--- src/rtl/core/sfrlw_pkg.sv ---
// Shared types and constants for the serial frame receiver with link watch.
`default_nettype none

package sfrlw_pkg;

   localparam int unsigned BYTE_W     = 8;
   localparam int unsigned HUNT_W     = 5;
   localparam int unsigned POS_W      = 3;
   localparam int unsigned STATUS_W   = 2;
   localparam int unsigned CSR_IDX_W  = 3;
   localparam int unsigned BODY_DATA  = 6;   // stick and button bytes
   localparam int unsigned BODY_STORE = 7;   // data bytes plus sum byte

   // csr indexes
   localparam logic [CSR_IDX_W-1:0] CSR_HEADER  = 3'd0;
   localparam logic [CSR_IDX_W-1:0] CSR_TRAILER = 3'd1;
   localparam logic [CSR_IDX_W-1:0] CSR_HUNT    = 3'd2;
   localparam logic [CSR_IDX_W-1:0] CSR_FAIL    = 3'd3;
   localparam logic [CSR_IDX_W-1:0] CSR_NEUTRAL = 3'd4;

   // csr reset values
   localparam logic [BYTE_W-1:0] HEADER_RST  = 8'hEB;
   localparam logic [BYTE_W-1:0] TRAILER_RST = 8'hAF;
   localparam logic [HUNT_W-1:0] HUNT_RST    = 5'd15;
   localparam logic [BYTE_W-1:0] FAIL_RST    = 8'd3;
   localparam logic [BYTE_W-1:0] NEUTRAL_RST = 8'd50;

   localparam logic [BYTE_W-1:0] FAIL_CNT_MAX = 8'hFF;

   // result status codes
   localparam logic [STATUS_W-1:0] STATUS_GOOD    = 2'd0;
   localparam logic [STATUS_W-1:0] STATUS_TIMEOUT = 2'd1;
   localparam logic [STATUS_W-1:0] STATUS_BAD     = 2'd2;

   typedef struct packed {
      logic [BYTE_W-1:0] header_byte;
      logic [BYTE_W-1:0] trailer_byte;
      logic [HUNT_W-1:0] hunt_limit;
      logic [BYTE_W-1:0] fail_limit;
      logic [BYTE_W-1:0] neutral_level;
   } cfg_type;

   // last member lands in the lowest bits
   typedef struct packed {
      logic [BYTE_W-1:0]   sum_byte;
      logic [BYTE_W-1:0]   buttons_high;
      logic [BYTE_W-1:0]   buttons_low;
      logic [BYTE_W-1:0]   right_y;
      logic [BYTE_W-1:0]   right_x;
      logic [BYTE_W-1:0]   left_y;
      logic [BYTE_W-1:0]   left_x;
      logic                link_lost;
      logic [STATUS_W-1:0] status;
   } rsp_type;

   localparam int unsigned RSP_W   = $bits(rsp_type);
   localparam int unsigned TDATA_W = ((RSP_W + 7) / 8) * 8;

endpackage

`default_nettype wire

--- src/rtl/core/sfrlw_csr.sv ---
// Configuration registers written through the csr write port.
`default_nettype none

module sfrlw_csr (
   input  wire logic                             clock,
   input  wire logic                             reset,
   input  wire logic                             csr_wr_en,
   input  wire logic [sfrlw_pkg::CSR_IDX_W-1:0]  csr_index,
   input  wire logic [sfrlw_pkg::BYTE_W-1:0]     csr_wdata,
   output sfrlw_pkg::cfg_type                    cfg
);

   sfrlw_pkg::cfg_type cfg_ff;
   sfrlw_pkg::cfg_type cfg_in;

   always_comb begin
      cfg_in = cfg_ff;
      if (csr_wr_en) begin
         unique case (csr_index)
            sfrlw_pkg::CSR_HEADER:  cfg_in.header_byte   = csr_wdata;
            sfrlw_pkg::CSR_TRAILER: cfg_in.trailer_byte  = csr_wdata;
            sfrlw_pkg::CSR_HUNT:    cfg_in.hunt_limit    = csr_wdata[sfrlw_pkg::HUNT_W-1:0];
            sfrlw_pkg::CSR_FAIL:    cfg_in.fail_limit    = csr_wdata;
            sfrlw_pkg::CSR_NEUTRAL: cfg_in.neutral_level = csr_wdata;
            default:                cfg_in = cfg_ff;   // unmapped index, ignored
         endcase
      end
   end

   always_ff @(posedge clock) begin
      if (reset) begin
         cfg_ff.header_byte   <= sfrlw_pkg::HEADER_RST;
         cfg_ff.trailer_byte  <= sfrlw_pkg::TRAILER_RST;
         cfg_ff.hunt_limit    <= sfrlw_pkg::HUNT_RST;
         cfg_ff.fail_limit    <= sfrlw_pkg::FAIL_RST;
         cfg_ff.neutral_level <= sfrlw_pkg::NEUTRAL_RST;
      end else begin
         cfg_ff <= cfg_in;
      end
   end

   assign cfg = cfg_ff;

endmodule

`default_nettype wire

--- src/rtl/core/sfrlw_parser.sv ---
// Header hunt, body collection, frame check and failure counter.
`default_nettype none

module sfrlw_parser (
   input  wire logic                          clock,
   input  wire logic                          reset,
   input  wire sfrlw_pkg::cfg_type            cfg,
   input  wire logic                          beat_acc,
   input  wire logic [sfrlw_pkg::BYTE_W-1:0]  rx_byte,
   output logic                               res_valid,
   output sfrlw_pkg::rsp_type                 res
);

   logic                             in_body_ff, in_body_in;
   logic [sfrlw_pkg::HUNT_W-1:0]     hunt_count_ff, hunt_count_in;
   logic [sfrlw_pkg::POS_W-1:0]      byte_position_ff, byte_position_in;
   logic [sfrlw_pkg::BYTE_W-1:0]     running_sum_ff, running_sum_in;
   logic [sfrlw_pkg::BYTE_W-1:0]     failure_count_ff, failure_count_in;
   logic [sfrlw_pkg::BYTE_W-1:0]     frame_bytes_ff [sfrlw_pkg::BODY_STORE];

   logic                             store_en;
   logic                             fail_evt;
   logic [sfrlw_pkg::STATUS_W-1:0]   fail_status;
   logic [sfrlw_pkg::BYTE_W-1:0]     fail_count_next;
   logic                             lost;

   // saturating bump, used only when a failure is reported
   assign fail_count_next = (failure_count_ff == sfrlw_pkg::FAIL_CNT_MAX) ?
                            failure_count_ff : failure_count_ff + 8'd1;
   assign lost = fail_count_next > cfg.fail_limit;

   always_comb begin
      in_body_in       = in_body_ff;
      hunt_count_in    = hunt_count_ff;
      byte_position_in = byte_position_ff;
      running_sum_in   = running_sum_ff;
      failure_count_in = failure_count_ff;
      store_en         = 1'b0;
      fail_evt         = 1'b0;
      fail_status      = sfrlw_pkg::STATUS_BAD;
      res_valid        = 1'b0;
      res              = '0;

      if (beat_acc) begin
         if (!in_body_ff) begin
            if (rx_byte == cfg.header_byte) begin
               in_body_in       = 1'b1;
               hunt_count_in    = '0;
               byte_position_in = '0;
               running_sum_in   = '0;
            end else if (hunt_count_ff >= cfg.hunt_limit) begin
               hunt_count_in = '0;
               fail_evt      = 1'b1;
               fail_status   = sfrlw_pkg::STATUS_TIMEOUT;
            end else begin
               hunt_count_in = hunt_count_ff + 5'd1;
            end
         end else if (byte_position_ff < sfrlw_pkg::POS_W'(sfrlw_pkg::BODY_STORE)) begin
            store_en = 1'b1;
            if (byte_position_ff < sfrlw_pkg::POS_W'(sfrlw_pkg::BODY_DATA)) begin
               running_sum_in = running_sum_ff + rx_byte;
            end
            byte_position_in = byte_position_ff + 3'd1;
         end else begin
            // end marker byte closes the frame
            in_body_in       = 1'b0;
            byte_position_in = '0;
            hunt_count_in    = '0;
            if (running_sum_ff == frame_bytes_ff[6] && rx_byte == cfg.trailer_byte) begin
               res_valid        = 1'b1;
               res.status       = sfrlw_pkg::STATUS_GOOD;
               res.link_lost    = 1'b0;
               res.left_x       = frame_bytes_ff[0];
               res.left_y       = frame_bytes_ff[1];
               res.right_x      = frame_bytes_ff[2];
               res.right_y      = frame_bytes_ff[3];
               res.buttons_low  = frame_bytes_ff[4];
               res.buttons_high = frame_bytes_ff[5];
               res.sum_byte     = frame_bytes_ff[6];
               failure_count_in = '0;
            end else begin
               fail_evt = 1'b1;
            end
         end

         if (fail_evt) begin
            res_valid        = 1'b1;
            res.status       = fail_status;
            failure_count_in = fail_count_next;
            if (lost) begin
               res.link_lost = 1'b1;
               res.left_x    = cfg.neutral_level;
               res.left_y    = cfg.neutral_level;
               res.right_x   = cfg.neutral_level;
               res.right_y   = cfg.neutral_level;
            end
         end
      end
   end

   always_ff @(posedge clock) begin
      if (reset) begin
         in_body_ff       <= 1'b0;
         hunt_count_ff    <= '0;
         byte_position_ff <= '0;
         running_sum_ff   <= '0;
         failure_count_ff <= '0;
      end else begin
         in_body_ff       <= in_body_in;
         hunt_count_ff    <= hunt_count_in;
         byte_position_ff <= byte_position_in;
         running_sum_ff   <= running_sum_in;
         failure_count_ff <= failure_count_in;
      end
   end

   // body bytes, no reset: each is written before the frame end reads it
   always_ff @(posedge clock) begin
      if (store_en) begin
         frame_bytes_ff[byte_position_ff] <= rx_byte;
      end
   end

endmodule

`default_nettype wire

--- src/rtl/core/sfrlw_rsp_buf.sv ---
// Output register with a skid stage on the result stream.
`default_nettype none

module sfrlw_rsp_buf (
   input  wire logic               clock,
   input  wire logic               reset,
   input  wire logic               push,
   input  wire sfrlw_pkg::rsp_type push_data,
   output logic                    can_take,
   output logic                    out_valid,
   output sfrlw_pkg::rsp_type      out_data,
   input  wire logic               out_ready
);

   logic               out_valid_ff, out_valid_in;
   logic               skid_valid_ff, skid_valid_in;
   sfrlw_pkg::rsp_type out_data_ff, out_data_in;
   sfrlw_pkg::rsp_type skid_data_ff, skid_data_in;
   logic               pop;

   assign pop = out_valid_ff && out_ready;

   always_comb begin
      out_valid_in  = out_valid_ff;
      skid_valid_in = skid_valid_ff;
      out_data_in   = out_data_ff;
      skid_data_in  = skid_data_ff;
      if (skid_valid_ff) begin
         // no push can arrive while the skid is full
         if (pop) begin
            out_data_in   = skid_data_ff;
            skid_valid_in = 1'b0;
         end
      end else if (push) begin
         if (!out_valid_ff || pop) begin
            out_data_in  = push_data;
            out_valid_in = 1'b1;
         end else begin
            skid_data_in  = push_data;
            skid_valid_in = 1'b1;
         end
      end else if (pop) begin
         out_valid_in = 1'b0;
      end
   end

   always_ff @(posedge clock) begin
      if (reset) begin
         out_valid_ff  <= 1'b0;
         skid_valid_ff <= 1'b0;
      end else begin
         out_valid_ff  <= out_valid_in;
         skid_valid_ff <= skid_valid_in;
      end
      out_data_ff  <= out_data_in;
      skid_data_ff <= skid_data_in;
   end

   assign can_take  = !skid_valid_ff;
   assign out_valid = out_valid_ff;
   assign out_data  = out_data_ff;

endmodule

`default_nettype wire

--- src/rtl/core/serial_frame_receiver_link_watch_unit.sv ---
// Top level: serial frame receiver with header hunt, checksum check and link watch.
// A result beat is on rsp_tvalid in the cycle after the req beat that closes a frame
//   or times out the header hunt, when the output register is free or drains as that
//   beat is taken; other bytes give no result beat.
// Throughput: one req beat per cycle while req_tready is high; the parser state update
//   uses only compares and an 8-bit add between the accepted byte and the result register.
// req_tready drops only while both the output register and the skid stage hold beats.
// Reset (synchronous): hunting, counters cleared, csr registers at their defaults.
`default_nettype none

module serial_frame_receiver_link_watch_unit (
   input  wire logic                                clock,
   input  wire logic                                reset,
   // input byte stream
   input  wire logic                                req_tvalid,
   output logic                                     req_tready,
   input  wire logic [sfrlw_pkg::BYTE_W-1:0]        req_tdata,   // [7:0] rx_byte
   // result stream
   output logic                                     rsp_tvalid,
   input  wire logic                                rsp_tready,
   // [1:0] status, [2] link_lost, [10:3] left_x, [18:11] left_y, [26:19] right_x,
   // [34:27] right_y, [42:35] buttons_low, [50:43] buttons_high, [58:51] sum_byte,
   // [63:59] zero
   output logic [sfrlw_pkg::TDATA_W-1:0]            rsp_tdata,
   // configuration writes
   input  wire logic                                csr_wr_en,
   input  wire logic [sfrlw_pkg::CSR_IDX_W-1:0]     csr_index,
   input  wire logic [sfrlw_pkg::BYTE_W-1:0]        csr_wdata
);

   sfrlw_pkg::cfg_type cfg;
   sfrlw_pkg::rsp_type res;
   sfrlw_pkg::rsp_type out_data;
   logic               res_valid;
   logic               can_take;
   logic               beat_acc;

   assign req_tready = can_take;
   assign beat_acc   = req_tvalid && can_take;

   sfrlw_csr u_csr (
      .clock     (clock),
      .reset     (reset),
      .csr_wr_en (csr_wr_en),
      .csr_index (csr_index),
      .csr_wdata (csr_wdata),
      .cfg       (cfg)
   );

   // all per-byte work happens here, straight from the accepted beat
   sfrlw_parser u_parser (
      .clock     (clock),
      .reset     (reset),
      .cfg       (cfg),
      .beat_acc  (beat_acc),
      .rx_byte   (req_tdata),
      .res_valid (res_valid),
      .res       (res)
   );

   // output register plus skid: input keeps flowing while one result waits
   sfrlw_rsp_buf u_rsp_buf (
      .clock     (clock),
      .reset     (reset),
      .push      (res_valid),
      .push_data (res),
      .can_take  (can_take),
      .out_valid (rsp_tvalid),
      .out_data  (out_data),
      .out_ready (rsp_tready)
   );

   assign rsp_tdata = {{(sfrlw_pkg::TDATA_W - sfrlw_pkg::RSP_W){1'b0}}, out_data};

endmodule

`default_nettype wire
--- config.mk ---
export PLATFORM = sky130hd
export DESIGN_NAME = serial_frame_receiver_link_watch_unit
export DESIGN_NICKNAME = d
export VERILOG_FILES = /design/src/rtl/core/sfrlw_pkg.sv /design/src/rtl/core/sfrlw_csr.sv /design/src/rtl/core/sfrlw_parser.sv /design/src/rtl/core/sfrlw_rsp_buf.sv /design/src/rtl/core/serial_frame_receiver_link_watch_unit.sv
export SDC_FILE = /design/constraint.sdc
export NUM_CORES = 1
export LEC_CHECK = 0
export BUFFER_PORTS_ARGS = -buffer_cell sky130_fd_sc_hd__buf_2
export CORE_MARGIN = 5
export CORE_UTILIZATION = 30
export DETAILED_ROUTE_END_ITERATION = 7
export PLACE_DENSITY = 0.47
export REMOVE_ABC_BUFFERS = 1
export SLEW_MARGIN = 5
export SYNTH_ARGS = -nofsm -noshare
export SYNTH_HDL_FRONTEND = slang
export SYNTH_SLANG_ARGS = --single-unit
--- constraint.sdc ---
create_clock -name clock -period 8.6 [get_ports clock]
set_input_delay 1.29 -clock clock [delete_from_list [all_inputs] [get_ports clock]]
set_output_delay 1.29 -clock clock [all_outputs]
set_load 0.005 [all_outputs]
# Yosys cells after proc, flatten, opt, wreduce, memory -nomap -nowiden
# Memories as Yosys holds them, arrays and structs flattened.
# Cells that the tools add are included.
# totals
latch_bits	0
memories	1
reg_bits	182
mem_bits_rw	56
rom_bits	0
out_inout_bits	66
in_bits	24
word_cells	134
# memory_table
name	depth	width	read_ports	rd_clocked_by_memory_dff	write_ports	line_no	rtl
u_parser.frame_bytes_ff	7	8	7	0	1	sfrlw_parser.sv:19	logic [sfrlw_pkg::BYTE_W-1:0] frame_bytes_ff [sfrlw_pkg::BODY_STORE];
# classes
muxes	54
n_eq_ne	14
n_mul	0
bitwise	2
shifts	0
n_reduce_logical	25
order_cmp	4
div_mod_pow	0
addsub	4
# ops
operator	n
$mux W59	8
$mux W8	9
$mux W35	1
$mux W33	1
$mux W1	25
$eq A8 B8 Y1	3
$mux W5	4
$reduce_and A2 Y1	7
$reduce_bool A2 Y1	6
$ne A2 B2 Y1 const B	5
$mux W3	3
$reduce_and A3 Y1	3
$add A8 B1 Y8 const B	1
$add A8 B8 Y8	1
$eq A8 B8 Y1 const B	1
$gt A8 B8 Y1	1
$reduce_and A4 Y1	2
$eq A3 B2 Y1 const B	2
$lt A3 B3 Y1 const B	2
$mux W2	3
$add A5 B1 Y5 const B	1
$ge A5 B5 Y1	1
$add A3 B1 Y3 const B	1
$eq A3 B1 Y1 const B	1
other kinds (7)	11

# Longest topological paths before layout
# An unclocked memory read counts as a cell.
# logic_depth
depth_word	12
mapped_depth	14
mapped_depth_nobuf	13

# Hierarchy
# From an unflattened synthesis, not the netlist that was laid out.
# unflattened
hier_cells	749
area_unflattened_um2	10517.6
# modules_own_cells
mod	area_each_um2	cells_per_inst	seq_area_each_um2	instances
sfrlw_rsp_buf	4613.2	197	3583.4	1
sfrlw_parser	4366.7	401	2182.1	1
sfrlw_csr	1490.2	144	740.7	1
serial_frame_receiver_link_watch_unit	47.5	7	0.0	1

# Worst setup path before layout
# No wires, ideal clock.
# synth_path
kind	in2reg
start	input port req_tdata[3] (netlist bit)
end	register u_rsp_buf.skid_data_ff[0] (netlist bit) (enable)
required_time_ns	8.052
n_path_buf	1
slack_ns	1.865
stages	6
t_arrival_ns	6.186
setup_ns	0.548
cell_sequence	xor2_1 -> nor4_1 -> a21oi_1 -> a31oi_1 -> clkbuf_1 -> nor3_1
# synth_between
elab_chain_len	9
word_cells_on_any_way	14
classes_between	eq/ne (2); mux (10); reduce/logical (2)
# synth_rtl
item	line_no	rtl
start: declaration	serial_frame_receiver_link_watch_unit.sv:17	input wire logic [sfrlw_pkg::BYTE_W-1:0] req_tdata,
$eq A8 B8 Y1	sfrlw_parser.sv:69	if (running_sum_ff == frame_bytes_ff[6] && rx_byte == cfg.trailer_byte) begin
$logic_and A1 B1 Y1	sfrlw_parser.sv:69	
$mux W1	sfrlw_parser.sv:69	
$mux W1	sfrlw_parser.sv:58	end else if (byte_position_ff < sfrlw_pkg::POS_W'(sfrlw_pkg::BODY_STORE)) begin
$mux W1	sfrlw_parser.sv:45	if (!in_body_ff) begin
$mux W1	sfrlw_parser.sv:44	if (beat_acc) begin
$mux W1 *	sfrlw_parser.sv:86	if (fail_evt) begin
$mux W1 *	sfrlw_parser.sv:44	
$reduce_and A3 Y1 (no line) *	n/a	
end signal: assignment	sfrlw_rsp_buf.sv:56	skid_data_ff <= skid_data_in;
end: declaration	sfrlw_rsp_buf.sv:18	sfrlw_pkg::rsp_type skid_data_ff, skid_data_in;
# Mark *: on every way between the ends. The rest lies on a longest branch, timed or not. The select of a mux whose other input is x is not followed.
# A chain may end at the register's enable or synchronous reset.

==> summary.md <==
| Metric | Value |
|---|---|
| GR Util All Layers | about an eighth |
| Initial antenna violation count | 0 |
| Critical path depth | 14 |
| Most common cell on crit path | ha_1 |
| Setup CP Type | register to register |
| Avg Cell Area, Syn | 12.8 µm² |
| Status | completed |
| Antenna Nets Post-Route | 0 |
| DRT Pass-1 Iters | 5 |
| Post-CTS sizing | 0 |
| Initial drt markers | between 300 and 400 |
| Synth cell types | 50 |
| Warnings from Yosys | 0 |
| Vias after detailed routing | roughly 6200 |
| Filler Cell Count | 3265 |
| Largest net degree at the start of global routing | 85 |
| Post-synth EDFFs | 174 |
| Max Cap Viol | 0 |
| Most common cell in the netlist | edfxtp_1 |
| Post-DP HPWL | 14900 µm |
| Crit path max fanout | 9 |
| Grt ovf | 0 |
| Hold Buf Count CTS | 0 |
| Synth Instances | 772 |
| Worst Path Arrival | between 4 and 5 ns |
| Clock-pin slew on the worst setup and hold paths | ~0.060 ns |
| Core Area | 0.0325 mm² |
| Max Clock Freq | 0.271 GHz |
| Crit path time final | between 3 and 4 ns |
| Detailed Route WL | between 20000 and 25000 µm |
| Relative slew slack | 24.5% |
| HP Class | register to register |
| CP endpoint | u_rsp_buf.out_data[3]$_DFFE_PP_ |
| CP peak stage delay | 0.55 ns |
| Power Density | ~210 mW/mm² |
| Share of the synthesized area in the top cell type | a little over half |
| Startpoint Class | register |
| Die Span Y | 192 µm |
| Crit path max-delay family | simple AND/OR/NAND/NOR gates |
| Worst path cell trace | ha_1 > nand2_1 > nor3_1 > nor2_1 > xnor2_1 > inv_1 > ha_1 > nand3_1 > o21bai_1 > a31oi_1 > o31ai_2 > buf_4 > nor3b_2 > a221o_1 |
| R2r endpoint | u_rsp_buf.out_data[3]$_DFFE_PP_ |
| Std cell rows | 66 |
| Crit share post-route | 42.9% |
| Clock latency on the worst-skew pair | about 0.52 ns |
| Most instantiated cells after synthesis | edfxtp_1 (174), nand2_1 (95), a21o_1 (65) |
| Worst-Margin Slew | 1.13 ns |
| Vias in the first global route | about 6200 |
| Die Width | 192 µm |
| Sequential element share of the synthesized area | 65.8% |
| Final Hold Fails | 0 |
| Global-route wire length before repair | 36700 µm |
| Worst Setup End Kind | register |
| Post-Syn Area | 0.00989 mm² |
| # IOs | 90 |
| Htree depth | 1 |
| Clk_skew | 0.0221 ns |
| Layout Nets | roughly 900 |
| Unrepaired setup endpoints after global routing | no |
| Final setup vio count | 0 |
| Final Wtd Congestion | 0.754 |
| Total die area | around 0.037 mm² |
| Max Root-Sink Buffers | 3 |
| R2r startpoint | u_parser.failure_count_ff[0]$_SDFFE_PP0P_ |
| Area Growth Syn to Fin | 17.7% |
| Cell taking the most area after synthesis | edfxtp_1 |
| # diodes | 0 |
| TritonCTS sink count | 238 |
| Num CTS Buffers | 27 |
| Leak pwr | 4.81 nW |
| Final Slew Violations | 0 |
| Top post-synthesis cells by area | edfxtp_1 (53%), dfxtp_1 (13%), a21o_1 (4.9%) |
| Worst reg2reg setup slack | 4.91 ns |
| CTS tree | yes |
| Crit path from | u_parser.failure_count_ff[0]$_SDFFE_PP0P_ |
| Clock Tree Root | clkbuf_16 |
| Initial Util | 30.4% |
| Post-CTS setup buffers | 0 |
| Setup ws final | 4.91 ns |
| Port-buffer cells | 84 |
| DRC | 0 |
| VDD IR max | 0.000140 V |
| Fin Setup TNS | 0 ns |
| DR vias/cell | 4.66 |
| Buffers plus inverters on the worst setup path | 2 |
| Yosys reg bits | 238 |
| Post-synth top flop | edfxtp_1 |
| Placement Setup Slack | 4.49 ns |
| Drt wl/cell | 17.7 µm |
| Overall power | 2.39 mW |
| Ys async rst share | 0% |
| Share of cells above drive strength 1 | 17.0% |
| Placed Cells | 1272 |
| CP max-delay cell | nor3b_2 |
| Path depth of the worst reg2reg path | 14 |
| Post-Layout Cell Count | 1321 |
| Min-delay src | u_csr.cfg[3]$_SDFFE_PP0P_ |
| Critical Path RT | approximately 9 ns |
[layout make-up]
type / count / area (µm²) / share of cell area (%)
sequential: 238 / 6510 / 55.9
multi-input combinational: 473 / 3140 / 27.0
clock buffer: 35 / 706 / 6.06
tap: 442 / 553 / 4.75
timing repair buffer: 94 / 495 / 4.26
clock inverter: 14 / 141 / 1.21
inverter: 25 / 93.8 / 0.806
[sequential cells by signal, indices dropped and copies added, names as in the netlist]
signal and count:
u_parser.running_sum_ff 8, u_parser.in_body_ff 1, u_csr.cfg 37, u_rsp_buf.skid_data_ff 59
u_parser.byte_position_ff 3, u_parser.hunt_count_ff 5, u_parser.frame_bytes_ff 56, u_rsp_buf.skid_valid_ff 1
u_parser.failure_count_ff 8, u_rsp_buf.out_data 59, u_rsp_buf.out_valid 1
[worst min-delay path: cells and delay by family, from the launching register on]
kind / cells / cell delay [ns]
flip-flops: 1 / 0.30
AND/OR/NAND/NOR: 1 / 0.05
AO/OA/AOI/OAI: 1 / 0.05
[how the worst min path moves through the flow]
stage | end | cells past startpoint | slack, ns
CTS | u_csr.cfg[3]$_SDFFE_PP0P_ | 2 | 0.45
global route | u_csr.cfg[3]$_SDFFE_PP0P_ | 2 | 0.47
floorplan | u_csr.cfg[0]$_SDFFE_PP0P_ | 2 | 0.42
detailed placement | u_csr.cfg[3]$_SDFFE_PP0P_ | 2 | 0.44
finish | u_csr.cfg[3]$_SDFFE_PP0P_ | 2 | 0.45
global placement | u_csr.cfg[7]$_SDFFE_PP0P_ | 2 | 0.44
[power by group]
group / switching (mW) / total (mW) / internal (mW)
Clock: 0.442 / 1.11 / 0.665
Sequential: 0.00382 / 1.23 / 1.23
Combinational: 0.0390 / 0.0569 / 0.0179
[metrics by stage]
stage                     instance area (µm²)  utilization [%]  hold WS [ns]
final                                   11600             35.8         0.449
after global routing                    11600             35.8         0.474
after CTS                               11600             35.8         0.453
after floorplan                          9710                -         0.425
after detailed placement                10800             33.2         0.443
after global placement                  10800             33.2         0.444
[cells by family (layout without fill, tap and decap cells)]
logic type      Yosys count  count (layout)  share of synthesized area (%)
compound gates          161             161                           12.2
xor+xnor                 36              36                           3.19
fa+ha+maj                24              24                           3.11
buf+inv                  65             168                           2.91
flops                   238             238                           65.8
mux                       4               4                          0.417
other cells               1               5                         0.0379
simple gates            243             243                           12.4
[cells in the final DEF (no fill, tap or decap), types with 30 or more instances in the layout]
cell type and count:
edfxtp_1 174, nand2_1 95, buf_2 84, a21o_1 65
dfxtp_1 63, a21oi_1 34, nor2_1 32, a221o_1 32
nand3_1 31, xor2_1 30
[per-layer routing]
metal	global-route usage [%]	share of wire, %
met5	0	0
met4	2.51	1.4
met3	2.49	5.2
met2	20.0	45
met1	18.5	48
Power figures use the tool's default switching activity.
